[src/sv/ebr_pkg.sv]
package ebr_pkg;

    // Field widths of the input item.
    localparam int SAMPLE_BITS = 10;
    localparam int TIME_BITS   = 32;

    // Register and result widths.
    localparam int THRESH_BITS   = 10;
    localparam int INTERVAL_BITS = 16;
    localparam int RATE_BITS     = 16;
    localparam int CFG_DATA_BITS = 16;
    localparam int CFG_INDEX_BITS = 2;

    // The sample and threshold are compared at the wider of the two widths.
    localparam int CMP_BITS = (SAMPLE_BITS > THRESH_BITS) ? SAMPLE_BITS : THRESH_BITS;

    // Bit counters of the two serial units.
    localparam int IV_CNT_BITS  = $clog2(TIME_BITS);
    localparam int DIV_CNT_BITS = $clog2(RATE_BITS);

    // Register indexes of the configuration port.
    localparam logic [CFG_INDEX_BITS-1:0] REG_BEAT_THRESHOLD = 2'd0;
    localparam logic [CFG_INDEX_BITS-1:0] REG_MIN_INTERVAL   = 2'd1;
    localparam logic [CFG_INDEX_BITS-1:0] REG_MAX_INTERVAL   = 2'd2;

    // Reset values and the dividend of the rate.
    localparam logic [THRESH_BITS-1:0]   THRESH_RESET  = 10'd512;
    localparam logic [INTERVAL_BITS-1:0] MIN_RESET     = 16'd300;
    localparam logic [INTERVAL_BITS-1:0] MAX_RESET     = 16'd2000;
    localparam logic [RATE_BITS-1:0]     RATE_RESET    = 16'd60;
    localparam logic [RATE_BITS-1:0]     MS_PER_MINUTE = 16'd60000;

    typedef struct packed {
        logic done;
        logic in_range;
    } iv_status_t;

endpackage

[src/sv/ecg_beat_rate_detector.sv]
// Flow: a sample that is no beat goes from ST_IDLE through ST_DONE into the output register;
// a beat goes through the bit-serial interval subtractor (ST_SUB) and, when the interval is in
// range, the bit-serial divider (ST_DIV) that recomputes the rate, before ST_DONE. ST_DONE waits
// while the output register is full and not read. Throughput: one item at a time; the next item
// is taken the cycle after the result has moved into the output register.
// Reset (aresetn, synchronous, active low) restores the control registers and the rate of 60.
module ecg_beat_rate_detector (
    input  logic                               aclk,
    input  logic                               aresetn,
    input  logic                               s_valid,
    output logic                               s_ready,
    input  logic [ebr_pkg::SAMPLE_BITS-1:0]    s_sample,
    input  logic [ebr_pkg::TIME_BITS-1:0]      s_time_ms,
    output logic                               m_valid,
    input  logic                               m_ready,
    output logic [ebr_pkg::RATE_BITS-1:0]      m_rate_bpm,
    output logic                               m_beat_seen,
    output logic                               m_rate_updated,
    input  logic                               cfg_wr_en,
    input  logic [ebr_pkg::CFG_INDEX_BITS-1:0] cfg_index,
    input  logic [ebr_pkg::CFG_DATA_BITS-1:0]  cfg_wr_data
);
    import ebr_pkg::*;

    localparam logic [1:0] ST_IDLE = 2'd0;
    localparam logic [1:0] ST_SUB  = 2'd1;
    localparam logic [1:0] ST_DIV  = 2'd2;
    localparam logic [1:0] ST_DONE = 2'd3;

    logic [1:0]               state_reg;
    logic [THRESH_BITS-1:0]   thr_reg;
    logic [INTERVAL_BITS-1:0] min_reg;
    logic [INTERVAL_BITS-1:0] max_reg;
    logic                     above_reg;
    logic [TIME_BITS-1:0]     last_beat_reg;
    logic [RATE_BITS-1:0]     last_rate_reg;
    logic                     res_beat_reg;
    logic                     res_upd_reg;
    logic                     m_valid_reg;
    logic [RATE_BITS-1:0]     m_rate_reg;
    logic                     m_beat_reg;
    logic                     m_upd_reg;

    logic                     accept;
    logic [CMP_BITS-1:0]      sample_ext;
    logic [CMP_BITS-1:0]      thr_ext;
    logic                     beat;
    logic                     iv_start;
    logic                     div_start;
    logic                     out_free;
    iv_status_t               iv_status;
    logic [INTERVAL_BITS-1:0] interval;
    logic                     div_done;
    logic [RATE_BITS-1:0]     quotient;

    assign s_ready    = (state_reg == ST_IDLE);
    assign accept     = s_valid && s_ready;
    assign sample_ext = CMP_BITS'(s_sample);
    assign thr_ext    = CMP_BITS'(thr_reg);
    assign beat       = (sample_ext > thr_ext) && !above_reg;
    assign iv_start   = accept && beat;
    assign div_start  = (state_reg == ST_SUB) && iv_status.done && iv_status.in_range;
    assign out_free   = !m_valid_reg || m_ready;

    ebr_interval u_interval (
        .aclk     (aclk),
        .aresetn  (aresetn),
        .start    (iv_start),
        .now      (s_time_ms),
        .last     (last_beat_reg),
        .min_ms   (min_reg),
        .max_ms   (max_reg),
        .status   (iv_status),
        .interval (interval)
    );

    ebr_divider u_divider (
        .aclk     (aclk),
        .aresetn  (aresetn),
        .start    (div_start),
        .divisor  (interval),
        .done     (div_done),
        .quotient (quotient)
    );

    always_ff @(posedge aclk) begin
        if (!aresetn) begin
            thr_reg <= THRESH_RESET;
            min_reg <= MIN_RESET;
            max_reg <= MAX_RESET;
        end else if (cfg_wr_en) begin
            case (cfg_index)
                REG_BEAT_THRESHOLD: thr_reg <= cfg_wr_data[THRESH_BITS-1:0];
                REG_MIN_INTERVAL:   min_reg <= cfg_wr_data[INTERVAL_BITS-1:0];
                REG_MAX_INTERVAL:   max_reg <= cfg_wr_data[INTERVAL_BITS-1:0];
                default: ;
            endcase
        end
    end

    always_ff @(posedge aclk) begin
        if (!aresetn) begin
            state_reg     <= ST_IDLE;
            above_reg     <= 1'b0;
            last_beat_reg <= '0;
            last_rate_reg <= RATE_RESET;
            res_beat_reg  <= 1'b0;
            res_upd_reg   <= 1'b0;
            m_valid_reg   <= 1'b0;
        end else begin
            // In ST_DONE the output register is either refilled or left waiting.
            if (m_valid_reg && m_ready && (state_reg != ST_DONE)) begin
                m_valid_reg <= 1'b0;
            end
            case (state_reg)
                ST_IDLE: begin
                    if (accept) begin
                        res_beat_reg <= beat;
                        res_upd_reg  <= 1'b0;
                        if (beat) begin
                            // The interval unit loads the old beat time in this same cycle.
                            above_reg     <= 1'b1;
                            last_beat_reg <= s_time_ms;
                            state_reg     <= ST_SUB;
                        end else begin
                            if (sample_ext < thr_ext) begin
                                above_reg <= 1'b0;
                            end
                            state_reg <= ST_DONE;
                        end
                    end
                end
                ST_SUB: begin
                    if (iv_status.done) begin
                        if (iv_status.in_range) begin
                            state_reg <= ST_DIV;
                        end else begin
                            state_reg <= ST_DONE;
                        end
                    end
                end
                ST_DIV: begin
                    if (div_done) begin
                        last_rate_reg <= quotient;
                        res_upd_reg   <= 1'b1;
                        state_reg     <= ST_DONE;
                    end
                end
                ST_DONE: begin
                    if (out_free) begin
                        m_valid_reg <= 1'b1;
                        state_reg   <= ST_IDLE;
                    end
                end
                default: state_reg <= ST_IDLE;
            endcase
        end
    end

    always_ff @(posedge aclk) begin
        if ((state_reg == ST_DONE) && out_free) begin
            m_rate_reg <= last_rate_reg;
            m_beat_reg <= res_beat_reg;
            m_upd_reg  <= res_upd_reg;
        end
    end

    assign m_valid        = m_valid_reg;
    assign m_rate_bpm     = m_rate_reg;
    assign m_beat_seen    = m_beat_reg;
    assign m_rate_updated = m_upd_reg;

endmodule

[src/sv/ebr_interval.sv]
module ebr_interval (
    input  logic                              aclk,
    input  logic                              aresetn,
    input  logic                              start,
    input  logic [ebr_pkg::TIME_BITS-1:0]     now,
    input  logic [ebr_pkg::TIME_BITS-1:0]     last,
    input  logic [ebr_pkg::INTERVAL_BITS-1:0] min_ms,
    input  logic [ebr_pkg::INTERVAL_BITS-1:0] max_ms,
    output ebr_pkg::iv_status_t               status,
    output logic [ebr_pkg::INTERVAL_BITS-1:0] interval
);
    import ebr_pkg::*;

    logic [TIME_BITS-1:0]   diff_reg;
    logic [TIME_BITS-1:0]   last_reg;
    logic [TIME_BITS-1:0]   lo_reg;
    logic [TIME_BITS-1:0]   hi_reg;
    logic                   borrow_reg;
    logic                   gt_reg;
    logic                   lt_reg;
    logic                   busy_reg;
    logic                   done_reg;
    logic [IV_CNT_BITS-1:0] cnt_reg;

    logic a_bit;
    logic b_bit;
    logic d_bit;
    logic borrow_next;

    // One bit of the modular subtraction per cycle, least significant first.
    assign a_bit       = diff_reg[0];
    assign b_bit       = last_reg[0];
    assign d_bit       = a_bit ^ b_bit ^ borrow_reg;
    assign borrow_next = (~a_bit & b_bit) | (~(a_bit ^ b_bit) & borrow_reg);

    always_ff @(posedge aclk) begin
        if (!aresetn) begin
            busy_reg <= 1'b0;
            done_reg <= 1'b0;
            cnt_reg  <= '0;
        end else begin
            done_reg <= 1'b0;
            if (start) begin
                busy_reg <= 1'b1;
                cnt_reg  <= IV_CNT_BITS'(TIME_BITS - 1);
            end else if (busy_reg) begin
                if (cnt_reg == '0) begin
                    busy_reg <= 1'b0;
                    done_reg <= 1'b1;
                end else begin
                    cnt_reg <= cnt_reg - 1'b1;
                end
            end
        end
    end

    // The difference bits replace the timestamp in its own shift register.
    // The compares scan LSB first, so the highest differing bit decides.
    always_ff @(posedge aclk) begin
        if (start) begin
            diff_reg   <= now;
            last_reg   <= last;
            lo_reg     <= TIME_BITS'(min_ms);
            hi_reg     <= TIME_BITS'(max_ms);
            borrow_reg <= 1'b0;
            gt_reg     <= 1'b0;
            lt_reg     <= 1'b0;
        end else if (busy_reg) begin
            diff_reg   <= {d_bit, diff_reg[TIME_BITS-1:1]};
            last_reg   <= {1'b0, last_reg[TIME_BITS-1:1]};
            lo_reg     <= {1'b0, lo_reg[TIME_BITS-1:1]};
            hi_reg     <= {1'b0, hi_reg[TIME_BITS-1:1]};
            borrow_reg <= borrow_next;
            if (d_bit != lo_reg[0]) begin
                gt_reg <= d_bit;
            end
            if (d_bit != hi_reg[0]) begin
                lt_reg <= hi_reg[0];
            end
        end
    end

    assign status.done     = done_reg;
    assign status.in_range = gt_reg & lt_reg;
    // An interval in range is below the maximum, so its upper bits are zero.
    assign interval        = diff_reg[INTERVAL_BITS-1:0];

endmodule

[src/sv/ebr_divider.sv]
module ebr_divider (
    input  logic                              aclk,
    input  logic                              aresetn,
    input  logic                              start,
    input  logic [ebr_pkg::INTERVAL_BITS-1:0] divisor,
    output logic                              done,
    output logic [ebr_pkg::RATE_BITS-1:0]     quotient
);
    import ebr_pkg::*;

    logic [RATE_BITS-1:0]     q_reg;
    logic [INTERVAL_BITS-1:0] rem_reg;
    logic [INTERVAL_BITS-1:0] dvs_reg;
    logic                     busy_reg;
    logic                     done_reg;
    logic [DIV_CNT_BITS-1:0]  cnt_reg;

    logic [INTERVAL_BITS:0] trial;
    logic [INTERVAL_BITS:0] trial_sub;
    logic                   q_bit;

    // Restoring division: one quotient bit per cycle. The dividend sits in
    // q_reg and is shifted out at the top while quotient bits enter below.
    assign trial     = {rem_reg, q_reg[RATE_BITS-1]};
    assign q_bit     = trial >= {1'b0, dvs_reg};
    assign trial_sub = trial - {1'b0, dvs_reg};

    always_ff @(posedge aclk) begin
        if (!aresetn) begin
            busy_reg <= 1'b0;
            done_reg <= 1'b0;
            cnt_reg  <= '0;
        end else begin
            done_reg <= 1'b0;
            if (start) begin
                busy_reg <= 1'b1;
                cnt_reg  <= DIV_CNT_BITS'(RATE_BITS - 1);
            end else if (busy_reg) begin
                if (cnt_reg == '0) begin
                    busy_reg <= 1'b0;
                    done_reg <= 1'b1;
                end else begin
                    cnt_reg <= cnt_reg - 1'b1;
                end
            end
        end
    end

    always_ff @(posedge aclk) begin
        if (start) begin
            q_reg   <= MS_PER_MINUTE;
            rem_reg <= '0;
            dvs_reg <= divisor;
        end else if (busy_reg) begin
            q_reg <= {q_reg[RATE_BITS-2:0], q_bit};
            if (q_bit) begin
                rem_reg <= trial_sub[INTERVAL_BITS-1:0];
            end else begin
                rem_reg <= trial[INTERVAL_BITS-1:0];
            end
        end
    end

    assign done     = done_reg;
    assign quotient = q_reg;

endmodule
[config.mk]
export PLATFORM = sky130hd
export DESIGN_NAME = ecg_beat_rate_detector
export DESIGN_NICKNAME = d
export VERILOG_FILES = /design/src/sv/ebr_pkg.sv /design/src/sv/ecg_beat_rate_detector.sv /design/src/sv/ebr_interval.sv /design/src/sv/ebr_divider.sv
export SDC_FILE = /design/constraint.sdc
export NUM_CORES = 1
export LEC_CHECK = 0
export BUFFER_PORTS_ARGS = -buffer_cell sky130_fd_sc_hd__buf_4
export CAP_MARGIN = 20
export CORE_AREA = 5 5 147 149
export CTS_CLUSTER_DIAMETER = 200
export DETAILED_ROUTE_END_ITERATION = 7
export DIE_AREA = 0 0 152 154
export MAX_ROUTING_LAYER = met4
export PLACE_DENSITY_LB_ADDON = 0.15
export RECOVER_POWER = 25
export SLEW_MARGIN = 20
export SYNTH_ARGS = -nofsm -noshare
export SYNTH_HDL_FRONTEND = slang
export SYNTH_SLANG_ARGS = --single-unit
[constraint.sdc]
create_clock -name aclk -period 7.6 [get_ports aclk]
set_clock_uncertainty 0.15 [all_clocks]
set_input_delay 1.52 -clock aclk [delete_from_list [all_inputs] [get_ports aclk]]
set_output_delay 1.52 -clock aclk [all_outputs]
set_load 0.02 [all_outputs]
==> results of run 1 <==
## final cells by class
cell class                      count  area (µm²)
Sequential cell                   274        6790
Fill cell                        1582        6480
Multi-Input combinational cell    680        4610
Clock buffer                       40         893
Timing Repair Buffer               91         673
Tap cell                          270         338
Inverter                           42         158
Clock inverter                     14        97.6
## power by group through the flow
stage	Sequential [mW]	Clock (mW)	Combinational (mW)
global placement	2.01	0	1.08
finish	1.98	1.41	1.09
global route	2.01	1.50	1.22
CTS	1.98	1.44	1.11
detailed placement	2.01	0	1.10
floorplan	1.99	0	0.885
## cell usage in the layout (no fill, tap or decap), drive strengths merged, types with 10 or more instances in the layout
cell type	Yosys	layout
mux2i	23	23
a21oi	72	72
o21ai	50	50
nand3	54	54
a21o	10	10
inv	42	44
nand2	159	159
ha	33	33
clkinv	0	11
edfxtp	130	130
xnor2	10	10
mux2	93	93
dfxtp	144	144
nor2	60	60
a211oi	11	11
clkbuf	31	47
buf	28	84
## layer usage
metal	GRT usage	up-vias	routed length (µm)
li1	-	3865	-
met1	0.260	3633	10400
met2	0.305	92	10600
met3	0.0259	40	591
met4	0.0509	0	463
met5	-	-	0
## worst max-delay path by stage
| stage | from | to |
|---|---|---|
| after global routing | s_sample[7] | u_interval.last_reg[30] |
| final | s_sample[7] | u_interval.last_reg[30] |
| after CTS | s_sample[9] | u_interval.diff_reg[30] |
| after global placement | s_sample[9] | u_interval.diff_reg[31] |
| after detailed placement | s_sample[9] | u_interval.last_reg[22] |
| after floorplan | s_sample[9] | u_interval.diff_reg[0] |
## worst reg2reg max path, delay by kind of cell (launching register included)
kind	cells	cell delay, ps
AND/OR/NAND/NOR	2	430
AO/OA/AOI/OAI	2	160
buffers and inverters	4	2400
flip-flops	1	400
adder cells (fa/ha/maj)	1	210
## cells by family (layout without fill, tap and decap cells)
group	count (synthesis)	count (layout)
compound gates	180	180
xor+xnor	16	16
fa+ha+maj	35	35
buf+inv	101	187
flops	274	274
mux	116	116
simple gates	333	333
## cell usage after synthesis, types with 4 or more instances
cell type	n	share of area
o21ai_0	50	0.021
edfxtp_1	130	0.33
ha_1	33	0.035
dfxtp_1	144	0.24
clkbuf_1	31	0.0098
nand2b_1	4	0.0021
a21oi_1	72	0.030
nor2b_1	9	0.0047
nor3_1	9	0.0038
mux2_2	62	0.059
buf_6	8	0.0076
buf_2	11	0.0046
inv_1	42	0.013
a21o_1	10	0.0063
o21a_1	4	0.0025
xor2_1	6	0.0044
nand2_1	159	0.050
xnor2_1	10	0.0074
a211oi_1	9	0.0057
nand3_1	54	0.023
mux2i_1	23	0.019
a31oi_1	7	0.0037
nand3b_1	6	0.0038
nand4_1	7	0.0037
buf_1	9	0.0028
mux2_4	31	0.039
and2_1	5	0.0026
nor2_1	60	0.019
==> qor.yml, run 1 <==
ys_warn_count: 0
dr.pass1.iters: 4
fin_hold_ws_ps: 278
seq_power_share: 0.442
grtUsageTotal: 0.191
cts_resized: 0
hold_class: "reg2reg"
status: "finished, violations left"
via_count: 7630
power_leakage_nw: 5.17
seq_area_frac_synth: 0.572
synthXorXnorAreaFrac: 0.0118
core-area_um2: 20000
gp_congestion: 0.897
synth.mux.area_fraction: 0.118
wl_per_cell_um: 15.6
critPathRequiredTime_ps: 7710
netlist_area_um2: 11900
drcViolationCount: 0
fp.dieH_um: 154
worstSkewPairLatency_ps: 550
max_slew_margin: -0.259
die_area_um2: 23400
finalWirelength_um: 22100
syn2layout_area_growth_pct: 14.3
setup_viol: 0
dpl_cell_area_um2: 12600
synth-edff-count: 130
reg2reg_depth: 9
crit_arrival_ps: 4420
hold_start: "last_rate_reg[11]"
end_kind: "register"
synth_ff_type: "dfxtp_1"
violations: "max-capacitance violations, max-slew violations"
grt_pass1_wl_um: 36700
ys_ff_latch: 274
n_antenna_cell: 0
powerDensity_nw_per_um2: 331
yosys.area_share.simple: 0.126
hold_viol: 0
cp_num_buf_inv: 2
synth_adder_area_share: 0.0382
stdcell_area_um2: 13600
hold_depth: 0
critPathSlowestCell: "a2111oi_0"
dp_cells: 1357
async_flop_share: 0
whs_endpoint: "m_rate_bpm[11]"
cts_buffers: 29
first_global_vias: 7401
r2r_slack_ps: 3750
grt_overflow_total: 0
ir_worst_vdd_uv: 197
clockRootBuffer: "clkbuf_16"
maxSlewViolCount: 20
critPathMaxStageDelay_ps: 1030
nets: 1218
p_int_mw: 3.20
synth_compound_area_frac: 0.0964
place_ws_ps: 2990
rsz0062_at_grt: "no"
clkTransAtPathRegs_ps: 60
critPathTopFamily: "compound AO/OA/AOI/OAI gates"
dpl.hpwl_um: 14000
die_w_um: 152
ios: 85
via_per_inst: 5.41
cts_setup_buffers: 0
syn_avg_cell_area_um2: 11.2
synth_nets: 1155
core.rowCount: 52
period_share: 0.567
initial_core_util: 0.592
antenna_found_initial: 0
tightest_slew_ps: 1880
setup_slack_ps: 3290
swShare: 0.287
fmax_mhz: 232
pwr-share-clk: 0.314
layout-drive-gt1-share: 0.211
worstSetupPathType: "in2reg"
finalPower_mw: 4.49
path_cells: "buf_4 -> ha_1 -> a21o_1 -> a21o_1 -> a2111oi_0 -> nor2b_4 -> or2_4 -> buf_4"
ant_nets: 0
comb_power_share: 0.244
cts_tree: "done"
htreeDepth: 1
finalCriticalPeriod_ps: 4310
grt_max_degree: 172
clockBufferDepth: 3
drtIter0Drc: 332
holdBufCountCts: 0
r2r-end: "u_divider.rem_reg[12]"
switching_power_mw: 1.29
utilization: 0.676
crit_path_max_fanout: 64
cp.depth: 8
r2r-start: "state_reg[1]"
maxCapViolCount: 1
synth_cell_types: 60
finalSetupTns_ps: 0
synth_top_family_by_area: "simple AND/OR/NAND/NOR gates"
port-buffer-count: 84
clock_sinks: 274
cp-start-kind: "input pin"
final-instance-count-excl-fill: 1411
syn_inst: 1055
Power figures use the tool's default switching activity.
==> run 2: changes to the inputs <==
- CORE_AREA: 5 5 147 149 -> 5 5 155 157
- DIE_AREA: 0 0 152 154 -> 0 0 160 162
- clock period: 7.6 -> 3.56 ns (I/O delays scaled with it)
==> run 2 against run 1 <==
Net effect: the run still ends with max-capacitance violations, max-slew violations left; sequential share of layout area decreased by 0.83 points; setup slack worse by 2600 ps; combinational power up 120%; design area grew 1.7%; critical path depth rose by 2.
==> qor.yml, run 2 (synthesis gave the netlist of run 1 again) <==
crit_path_max_fanout: 4  # -94%
power_leakage_nw: 5.26  # +1.7%
dr.pass1.iters: 4  # unchanged
finalCriticalPeriod_ps: 2880
initial_core_util: 0.530  # -0.0616
first_global_vias: 7715  # +4.2%
period_share: 0.810
fin_hold_ws_ps: 227  # -51.2 ps
clockBufferDepth: 3  # unchanged
clock_sinks: 274  # unchanged
hold_viol: 0  # unchanged
fp.dieH_um: 162  # +5.2%
grt_max_degree: 85  # -51%
finalWirelength_um: 22600  # +2.5%
wl_per_cell_um: 15.8  # +0.70%
ios: 85  # unchanged
status: "finished, violations left"
syn2layout_area_growth_pct: 16.2
critPathRequiredTime_ps: 3880  # -3830 ps
worstSetupPathType: "reg2reg"
violations: "max-capacitance violations, max-slew violations"
nets: 1230  # +0.99%
dpl.hpwl_um: 15000  # +7.1%
grt_pass1_wl_um: 38300  # +4.1%
cts_setup_buffers: 0  # unchanged
drtIter0Drc: 352  # +6.0%
clockRootBuffer: "clkbuf_16"
hold_depth: 2  # +2
cts_buffers: 29  # unchanged
swShare: 0.283  # -0.00422
die_w_um: 160  # +5.3%
comb_power_share: 0.251  # +0.007
drcViolationCount: 0  # unchanged
tightest_slew_ps: 1720  # -160 ps
reg2reg_depth: 10  # +1
maxSlewViolCount: 149  # +650%
fmax_mhz: 347
die_area_um2: 25900  # +11%
layout-drive-gt1-share: 0.218  # +0.00685
setup_viol: 0  # unchanged
end_kind: "register"
via_count: 7670  # +0.52%
ir_worst_vdd_uv: 411  # +110%
via_per_inst: 5.34  # -1.2%
n_antenna_cell: 0  # unchanged
rsz0062_at_grt: "no"
core.rowCount: 55  # +5.8%
place_ws_ps: 320  # -2670 ps
switching_power_mw: 2.75  # +110%
cts_resized: 0  # unchanged
layout_common_cells: "nand2_1, dfxtp_1, edfxtp_1, buf_4, a21oi_1"
ant_nets: 0  # unchanged
antenna_found_initial: 0  # unchanged
htreeDepth: 1  # unchanged
core-area_um2: 22400  # +12%
port-buffer-count: 84  # unchanged
pwr-share-clk: 0.314  # about the same
hold_class: "in2reg"
seq_power_share: 0.436  # -0.006
powerDensity_nw_per_um2: 706  # +110%
maxCapViolCount: 3  # +2
worstSkewPairLatency_ps: 540  # about the same
p_int_mw: 6.97  # +120%
cts_tree: "done"
max_slew_margin: -0.150  # +0.109
crit_arrival_ps: 3210  # -1210 ps
gp_congestion: 0.834  # -7.0%
mostFrequentLayoutCell: "nand2_1"
cp-start-kind: "register"
clkTransAtPathRegs_ps: 60  # about the same
grtUsageTotal: 0.180  # -0.0113
holdBufCountCts: 0  # unchanged
setup_slack_ps: 675  # -2620 ps
finalSetupTns_ps: 0  # unchanged
grt_overflow_total: 0  # unchanged
-- run 2: cell types whose count changed in the layout (fill, tap and decap cells not counted), moves of 4 or more --
cell,before,now
buf_12,1,9
clkinv_2,10,3
buf_4,83,89
clkbuf_16,34,29
clkbuf_8,2,6
-- run 2: final cells by class --
| class | count | area [µm²] |
|---|---|---|
| Timing Repair Buffer | 103 | 868 |
| Sequential cell | 274 | 6790 |
| Fill cell | 1809 | 8580 |
| Clock buffer | 39 | 823 |
| Multi-Input combinational cell | 680 | 4640 |
| Tap cell | 285 | 357 |
| Clock inverter | 13 | 151 |
| Inverter | 42 | 158 |
-- run 2: critical path, stage by stage (launching register included) --
cell	delay, ps
dfxtp_1	360
inv_1	70
ha_1	220
fa_1	400
and2b_1	230
o2111ai_1	130
nand3b_1	190
a41oi_2	230
or4_1	440
a311o_1	330
nand3_1	70
-- run 2: path summary, 6_finish.rpt --
path,end,startpoint,slack [ps]
worst max-delay path,u_divider.rem_reg[14],u_divider.quotient[15],680
worst min-delay path,above_reg,s_valid,230
worst max register to register,u_divider.rem_reg[14],u_divider.quotient[15],680
worst min register to register,m_rate_bpm[0],last_rate_reg[0],280
-- run 2: power groups by stage --
stage | clock (mW) | combinational, mW | sequential (mW)
final | 3.05 | 2.44 | 4.24
after global routing | 3.25 | 2.72 | 4.30
after CTS | 3.12 | 2.47 | 4.24
after detailed placement | 0 | 2.45 | 4.29
after global placement | 0 | 2.41 | 4.29
after floorplan | 0 | 1.89 | 4.23
-- run 2: per-stage QoR --
stage	utilization	power (mW)	instances	instance area (µm²)
finish	0.616	9.72	1436	13800
global route	0.616	10.3	1436	13800
CTS	0.617	9.83	1436	13800
detailed placement	0.574	6.74	1384	12800
global placement	0.574	6.70	1384	12800
floorplan	-	6.13	1055	11900
-- run 2: routing by layer --
layer | vias up | GRT usage | part of all wire
li1 | 3885 | - | -
met1 | 3629 | 0.236 | 0.46
met2 | 110 | 0.296 | 0.48
met3 | 46 | 0.0261 | 0.037
met4 | 0 | 0.0477 | 0.022
met5 | - | - | 0
==> run 3: changes to the inputs <==
- CORE_AREA: 5 5 155 157 -> 5 5 147 149
- DIE_AREA: 0 0 160 162 -> 0 0 152 154
- clock period: 3.56 -> 2.8 ns (I/O delays scaled with it)
==> run 3 against run 2 <==
Net effect: the flow now finishes without violations; global-route usage is 1.6 points higher; combinational power is 32% higher; largest power group unchanged; die area is 9.7% lower; sequential power is 27% higher; clock power is 20% higher; hold slack worse by 130 ps; critical endpoint unchanged.
==> qor.yml, run 3 (synthesis gave the netlist of run 1 again) <==
worstSetupPathType: "reg2reg"
die_w_um: 152  # -5.0%
clockRootBuffer: "clkbuf_16"
path_cells: "inv_1 -> ha_1 -> fa_2 -> and2b_1 -> o2111ai_2 -> nand3b_1 -> a41oi_2 -> or4_1 -> a311o_1 -> nand3_1"
ir_worst_vdd_uv: 532  # +29%
finalCriticalPeriod_ps: 2680  # -204 ps
rsz0062_at_grt: "yes"
syn2layout_area_growth_pct: 17.5
setup_slack_ps: 120  # -556 ps
grt_pass1_wl_um: 37900  # -1.0%
ios: 85  # unchanged
mostFrequentLayoutCell: "nand2_1"
finalSetupTns_ps: 0  # unchanged
r2r_slack_ps: 120  # -560 ps
layout_common_cells: "nand2_1, dfxtp_1, edfxtp_1, buf_4, a21oi_1"
fillers: 1551  # -14%
dp_cells: 1384  # unchanged
clockBufferDepth: 3  # unchanged
ant_nets: 0  # unchanged
nets: 1246  # +1.3%
end_kind: "register"
port-buffer-count: 84  # unchanged
core-area_um2: 20000  # -10%
tightest_slew_ps: 1220  # -503 ps
via_count: 7868  # +2.6%
first_global_vias: 7635  # -1.0%
wl_per_cell_um: 16.1  # +1.9%
critPathRequiredTime_ps: 3110  # -770 ps
cts_tree: "done"
dpl.hpwl_um: 15200  # +1.3%
critPathSlowestCell: "or4_1"
gp_congestion: 0.877  # +5.1%
grt_overflow_total: 0  # unchanged
maxCapViolCount: 0  # -3
clkTransAtPathRegs_ps: 60  # about the same
place_ws_ps: -144  # -463 ps
die_area_um2: 23400  # -9.7%
powerDensity_nw_per_um2: 881  # +25%
antenna_found_initial: 0  # unchanged
worstSkewPairLatency_ps: 530  # about the same
grt_max_degree: 85  # unchanged
fmax_mhz: 373  # +7.6%
status: "completed"
maxSlewViolCount: 0  # -100%
layout-drive-gt1-share: 0.235  # +0.0165
core.rowCount: 52  # -5.5%
dr.pass1.iters: 5  # +1
drtIter0Drc: 484  # +38%
hold_viol: 0  # unchanged
critPathTopFamily: "simple AND/OR/NAND/NOR gates"
clock_sinks: 274  # unchanged
n_antenna_cell: 0  # unchanged
fp.dieH_um: 154  # -4.9%
hold_class: "in2reg"
finalWirelength_um: 23100  # +2.0%
crit_path_max_fanout: 3  # -1
dpl_cell_area_um2: 13000  # +1.4%
cp-start-kind: "register"
final-instance-count-excl-fill: 1438  # +0.14%
setup_viol: 0  # unchanged
stdcell_area_um2: 13900  # +1.1%
utilization: 0.695  # +0.0791
crit_arrival_ps: 2990  # -220 ps
htreeDepth: 1  # unchanged
cts_buffers: 28  # -3.4%
drcViolationCount: 0  # unchanged
via_per_inst: 5.47  # +2.4%
initial_core_util: 0.592  # +0.0616
power_leakage_nw: 5.32  # +1.1%
grtUsageTotal: 0.196  # +0.0163
cp_num_buf_inv: 1  # unchanged
max_slew_margin: 0.185  # +0.335
period_share: 0.957  # +0.147
critPathMaxStageDelay_ps: 420  # -20 ps
run 3: changes by cell type in the layout (fill, tap and decap cells not counted), sizes merged:
| cell | previous run | this run |
|---|---|---|
| buf | 98 | 112 |
| bufinv | 3 | 1 |
| clkbuf | 44 | 51 |
| inv | 44 | 42 |
run 3: per-layer routing:
metal	part of all wire	up-vias	track usage
met5	0	-	-
li1	-	3922	-
met4	0.017	0	0.0445
met3	0.036	38	0.0278
met2	0.49	128	0.323
met1	0.46	3780	0.261
run 3: power breakdown:
part / switching, mW / total, mW / internal (mW)
registers: 0.356 / 5.40 / 5.04
logic: 1.66 / 3.21 / 1.56
clock network: 1.48 / 3.67 / 2.18
run 3: what timing repair did:
item	4_1_cts	5_1_grt
setup endpoints to repair	0	22
buffers inserted	0	2
hold buffers	0	0
gates resized for setup	0	3
run 3: final cells by class:
type	instances	area, µm²	area share
clock buffers	43	851	0.0611
clock inverters	9	72.6	0.00521
repair buffers	120	985	0.0707
flip-flops and latches	274	6790	0.487
inverters	42	158	0.0113
multi-input cells	680	4740	0.340
well taps	270	338	0.0242
run 3: final timing paths:
check	startpoint	end	cells past startpoint
setup / recovery	u_divider.quotient[15]	u_divider.rem_reg[14]	10
hold reg to reg	last_rate_reg[6]	m_rate_bpm[6]	0
setup reg to reg	u_divider.quotient[15]	u_divider.rem_reg[14]	10
hold / removal	s_valid	above_reg	2
run 3: worst register-to-register path, cell delays in order, from the launching register on:
cell       delay [ps]
dfxtp_2           340
inv_1              60
ha_1              220
fa_2              350
and2b_1           230
o2111ai_2         120
nand3b_1          180
a41oi_2           150
or4_1             420
a311o_1           330
nand3_1            70
run 3: through the flow:
stage / power [mW] / hold slack, ps
6_report: 12.3 / 92.1
4_1_cts: 12.4 / 70.6
3_5_place_dp: 8.66 / 264
2_1_floorplan: 7.80 / 258
5_1_grt: 12.9 / 73.2
3_3_place_gp: 8.58 / 263
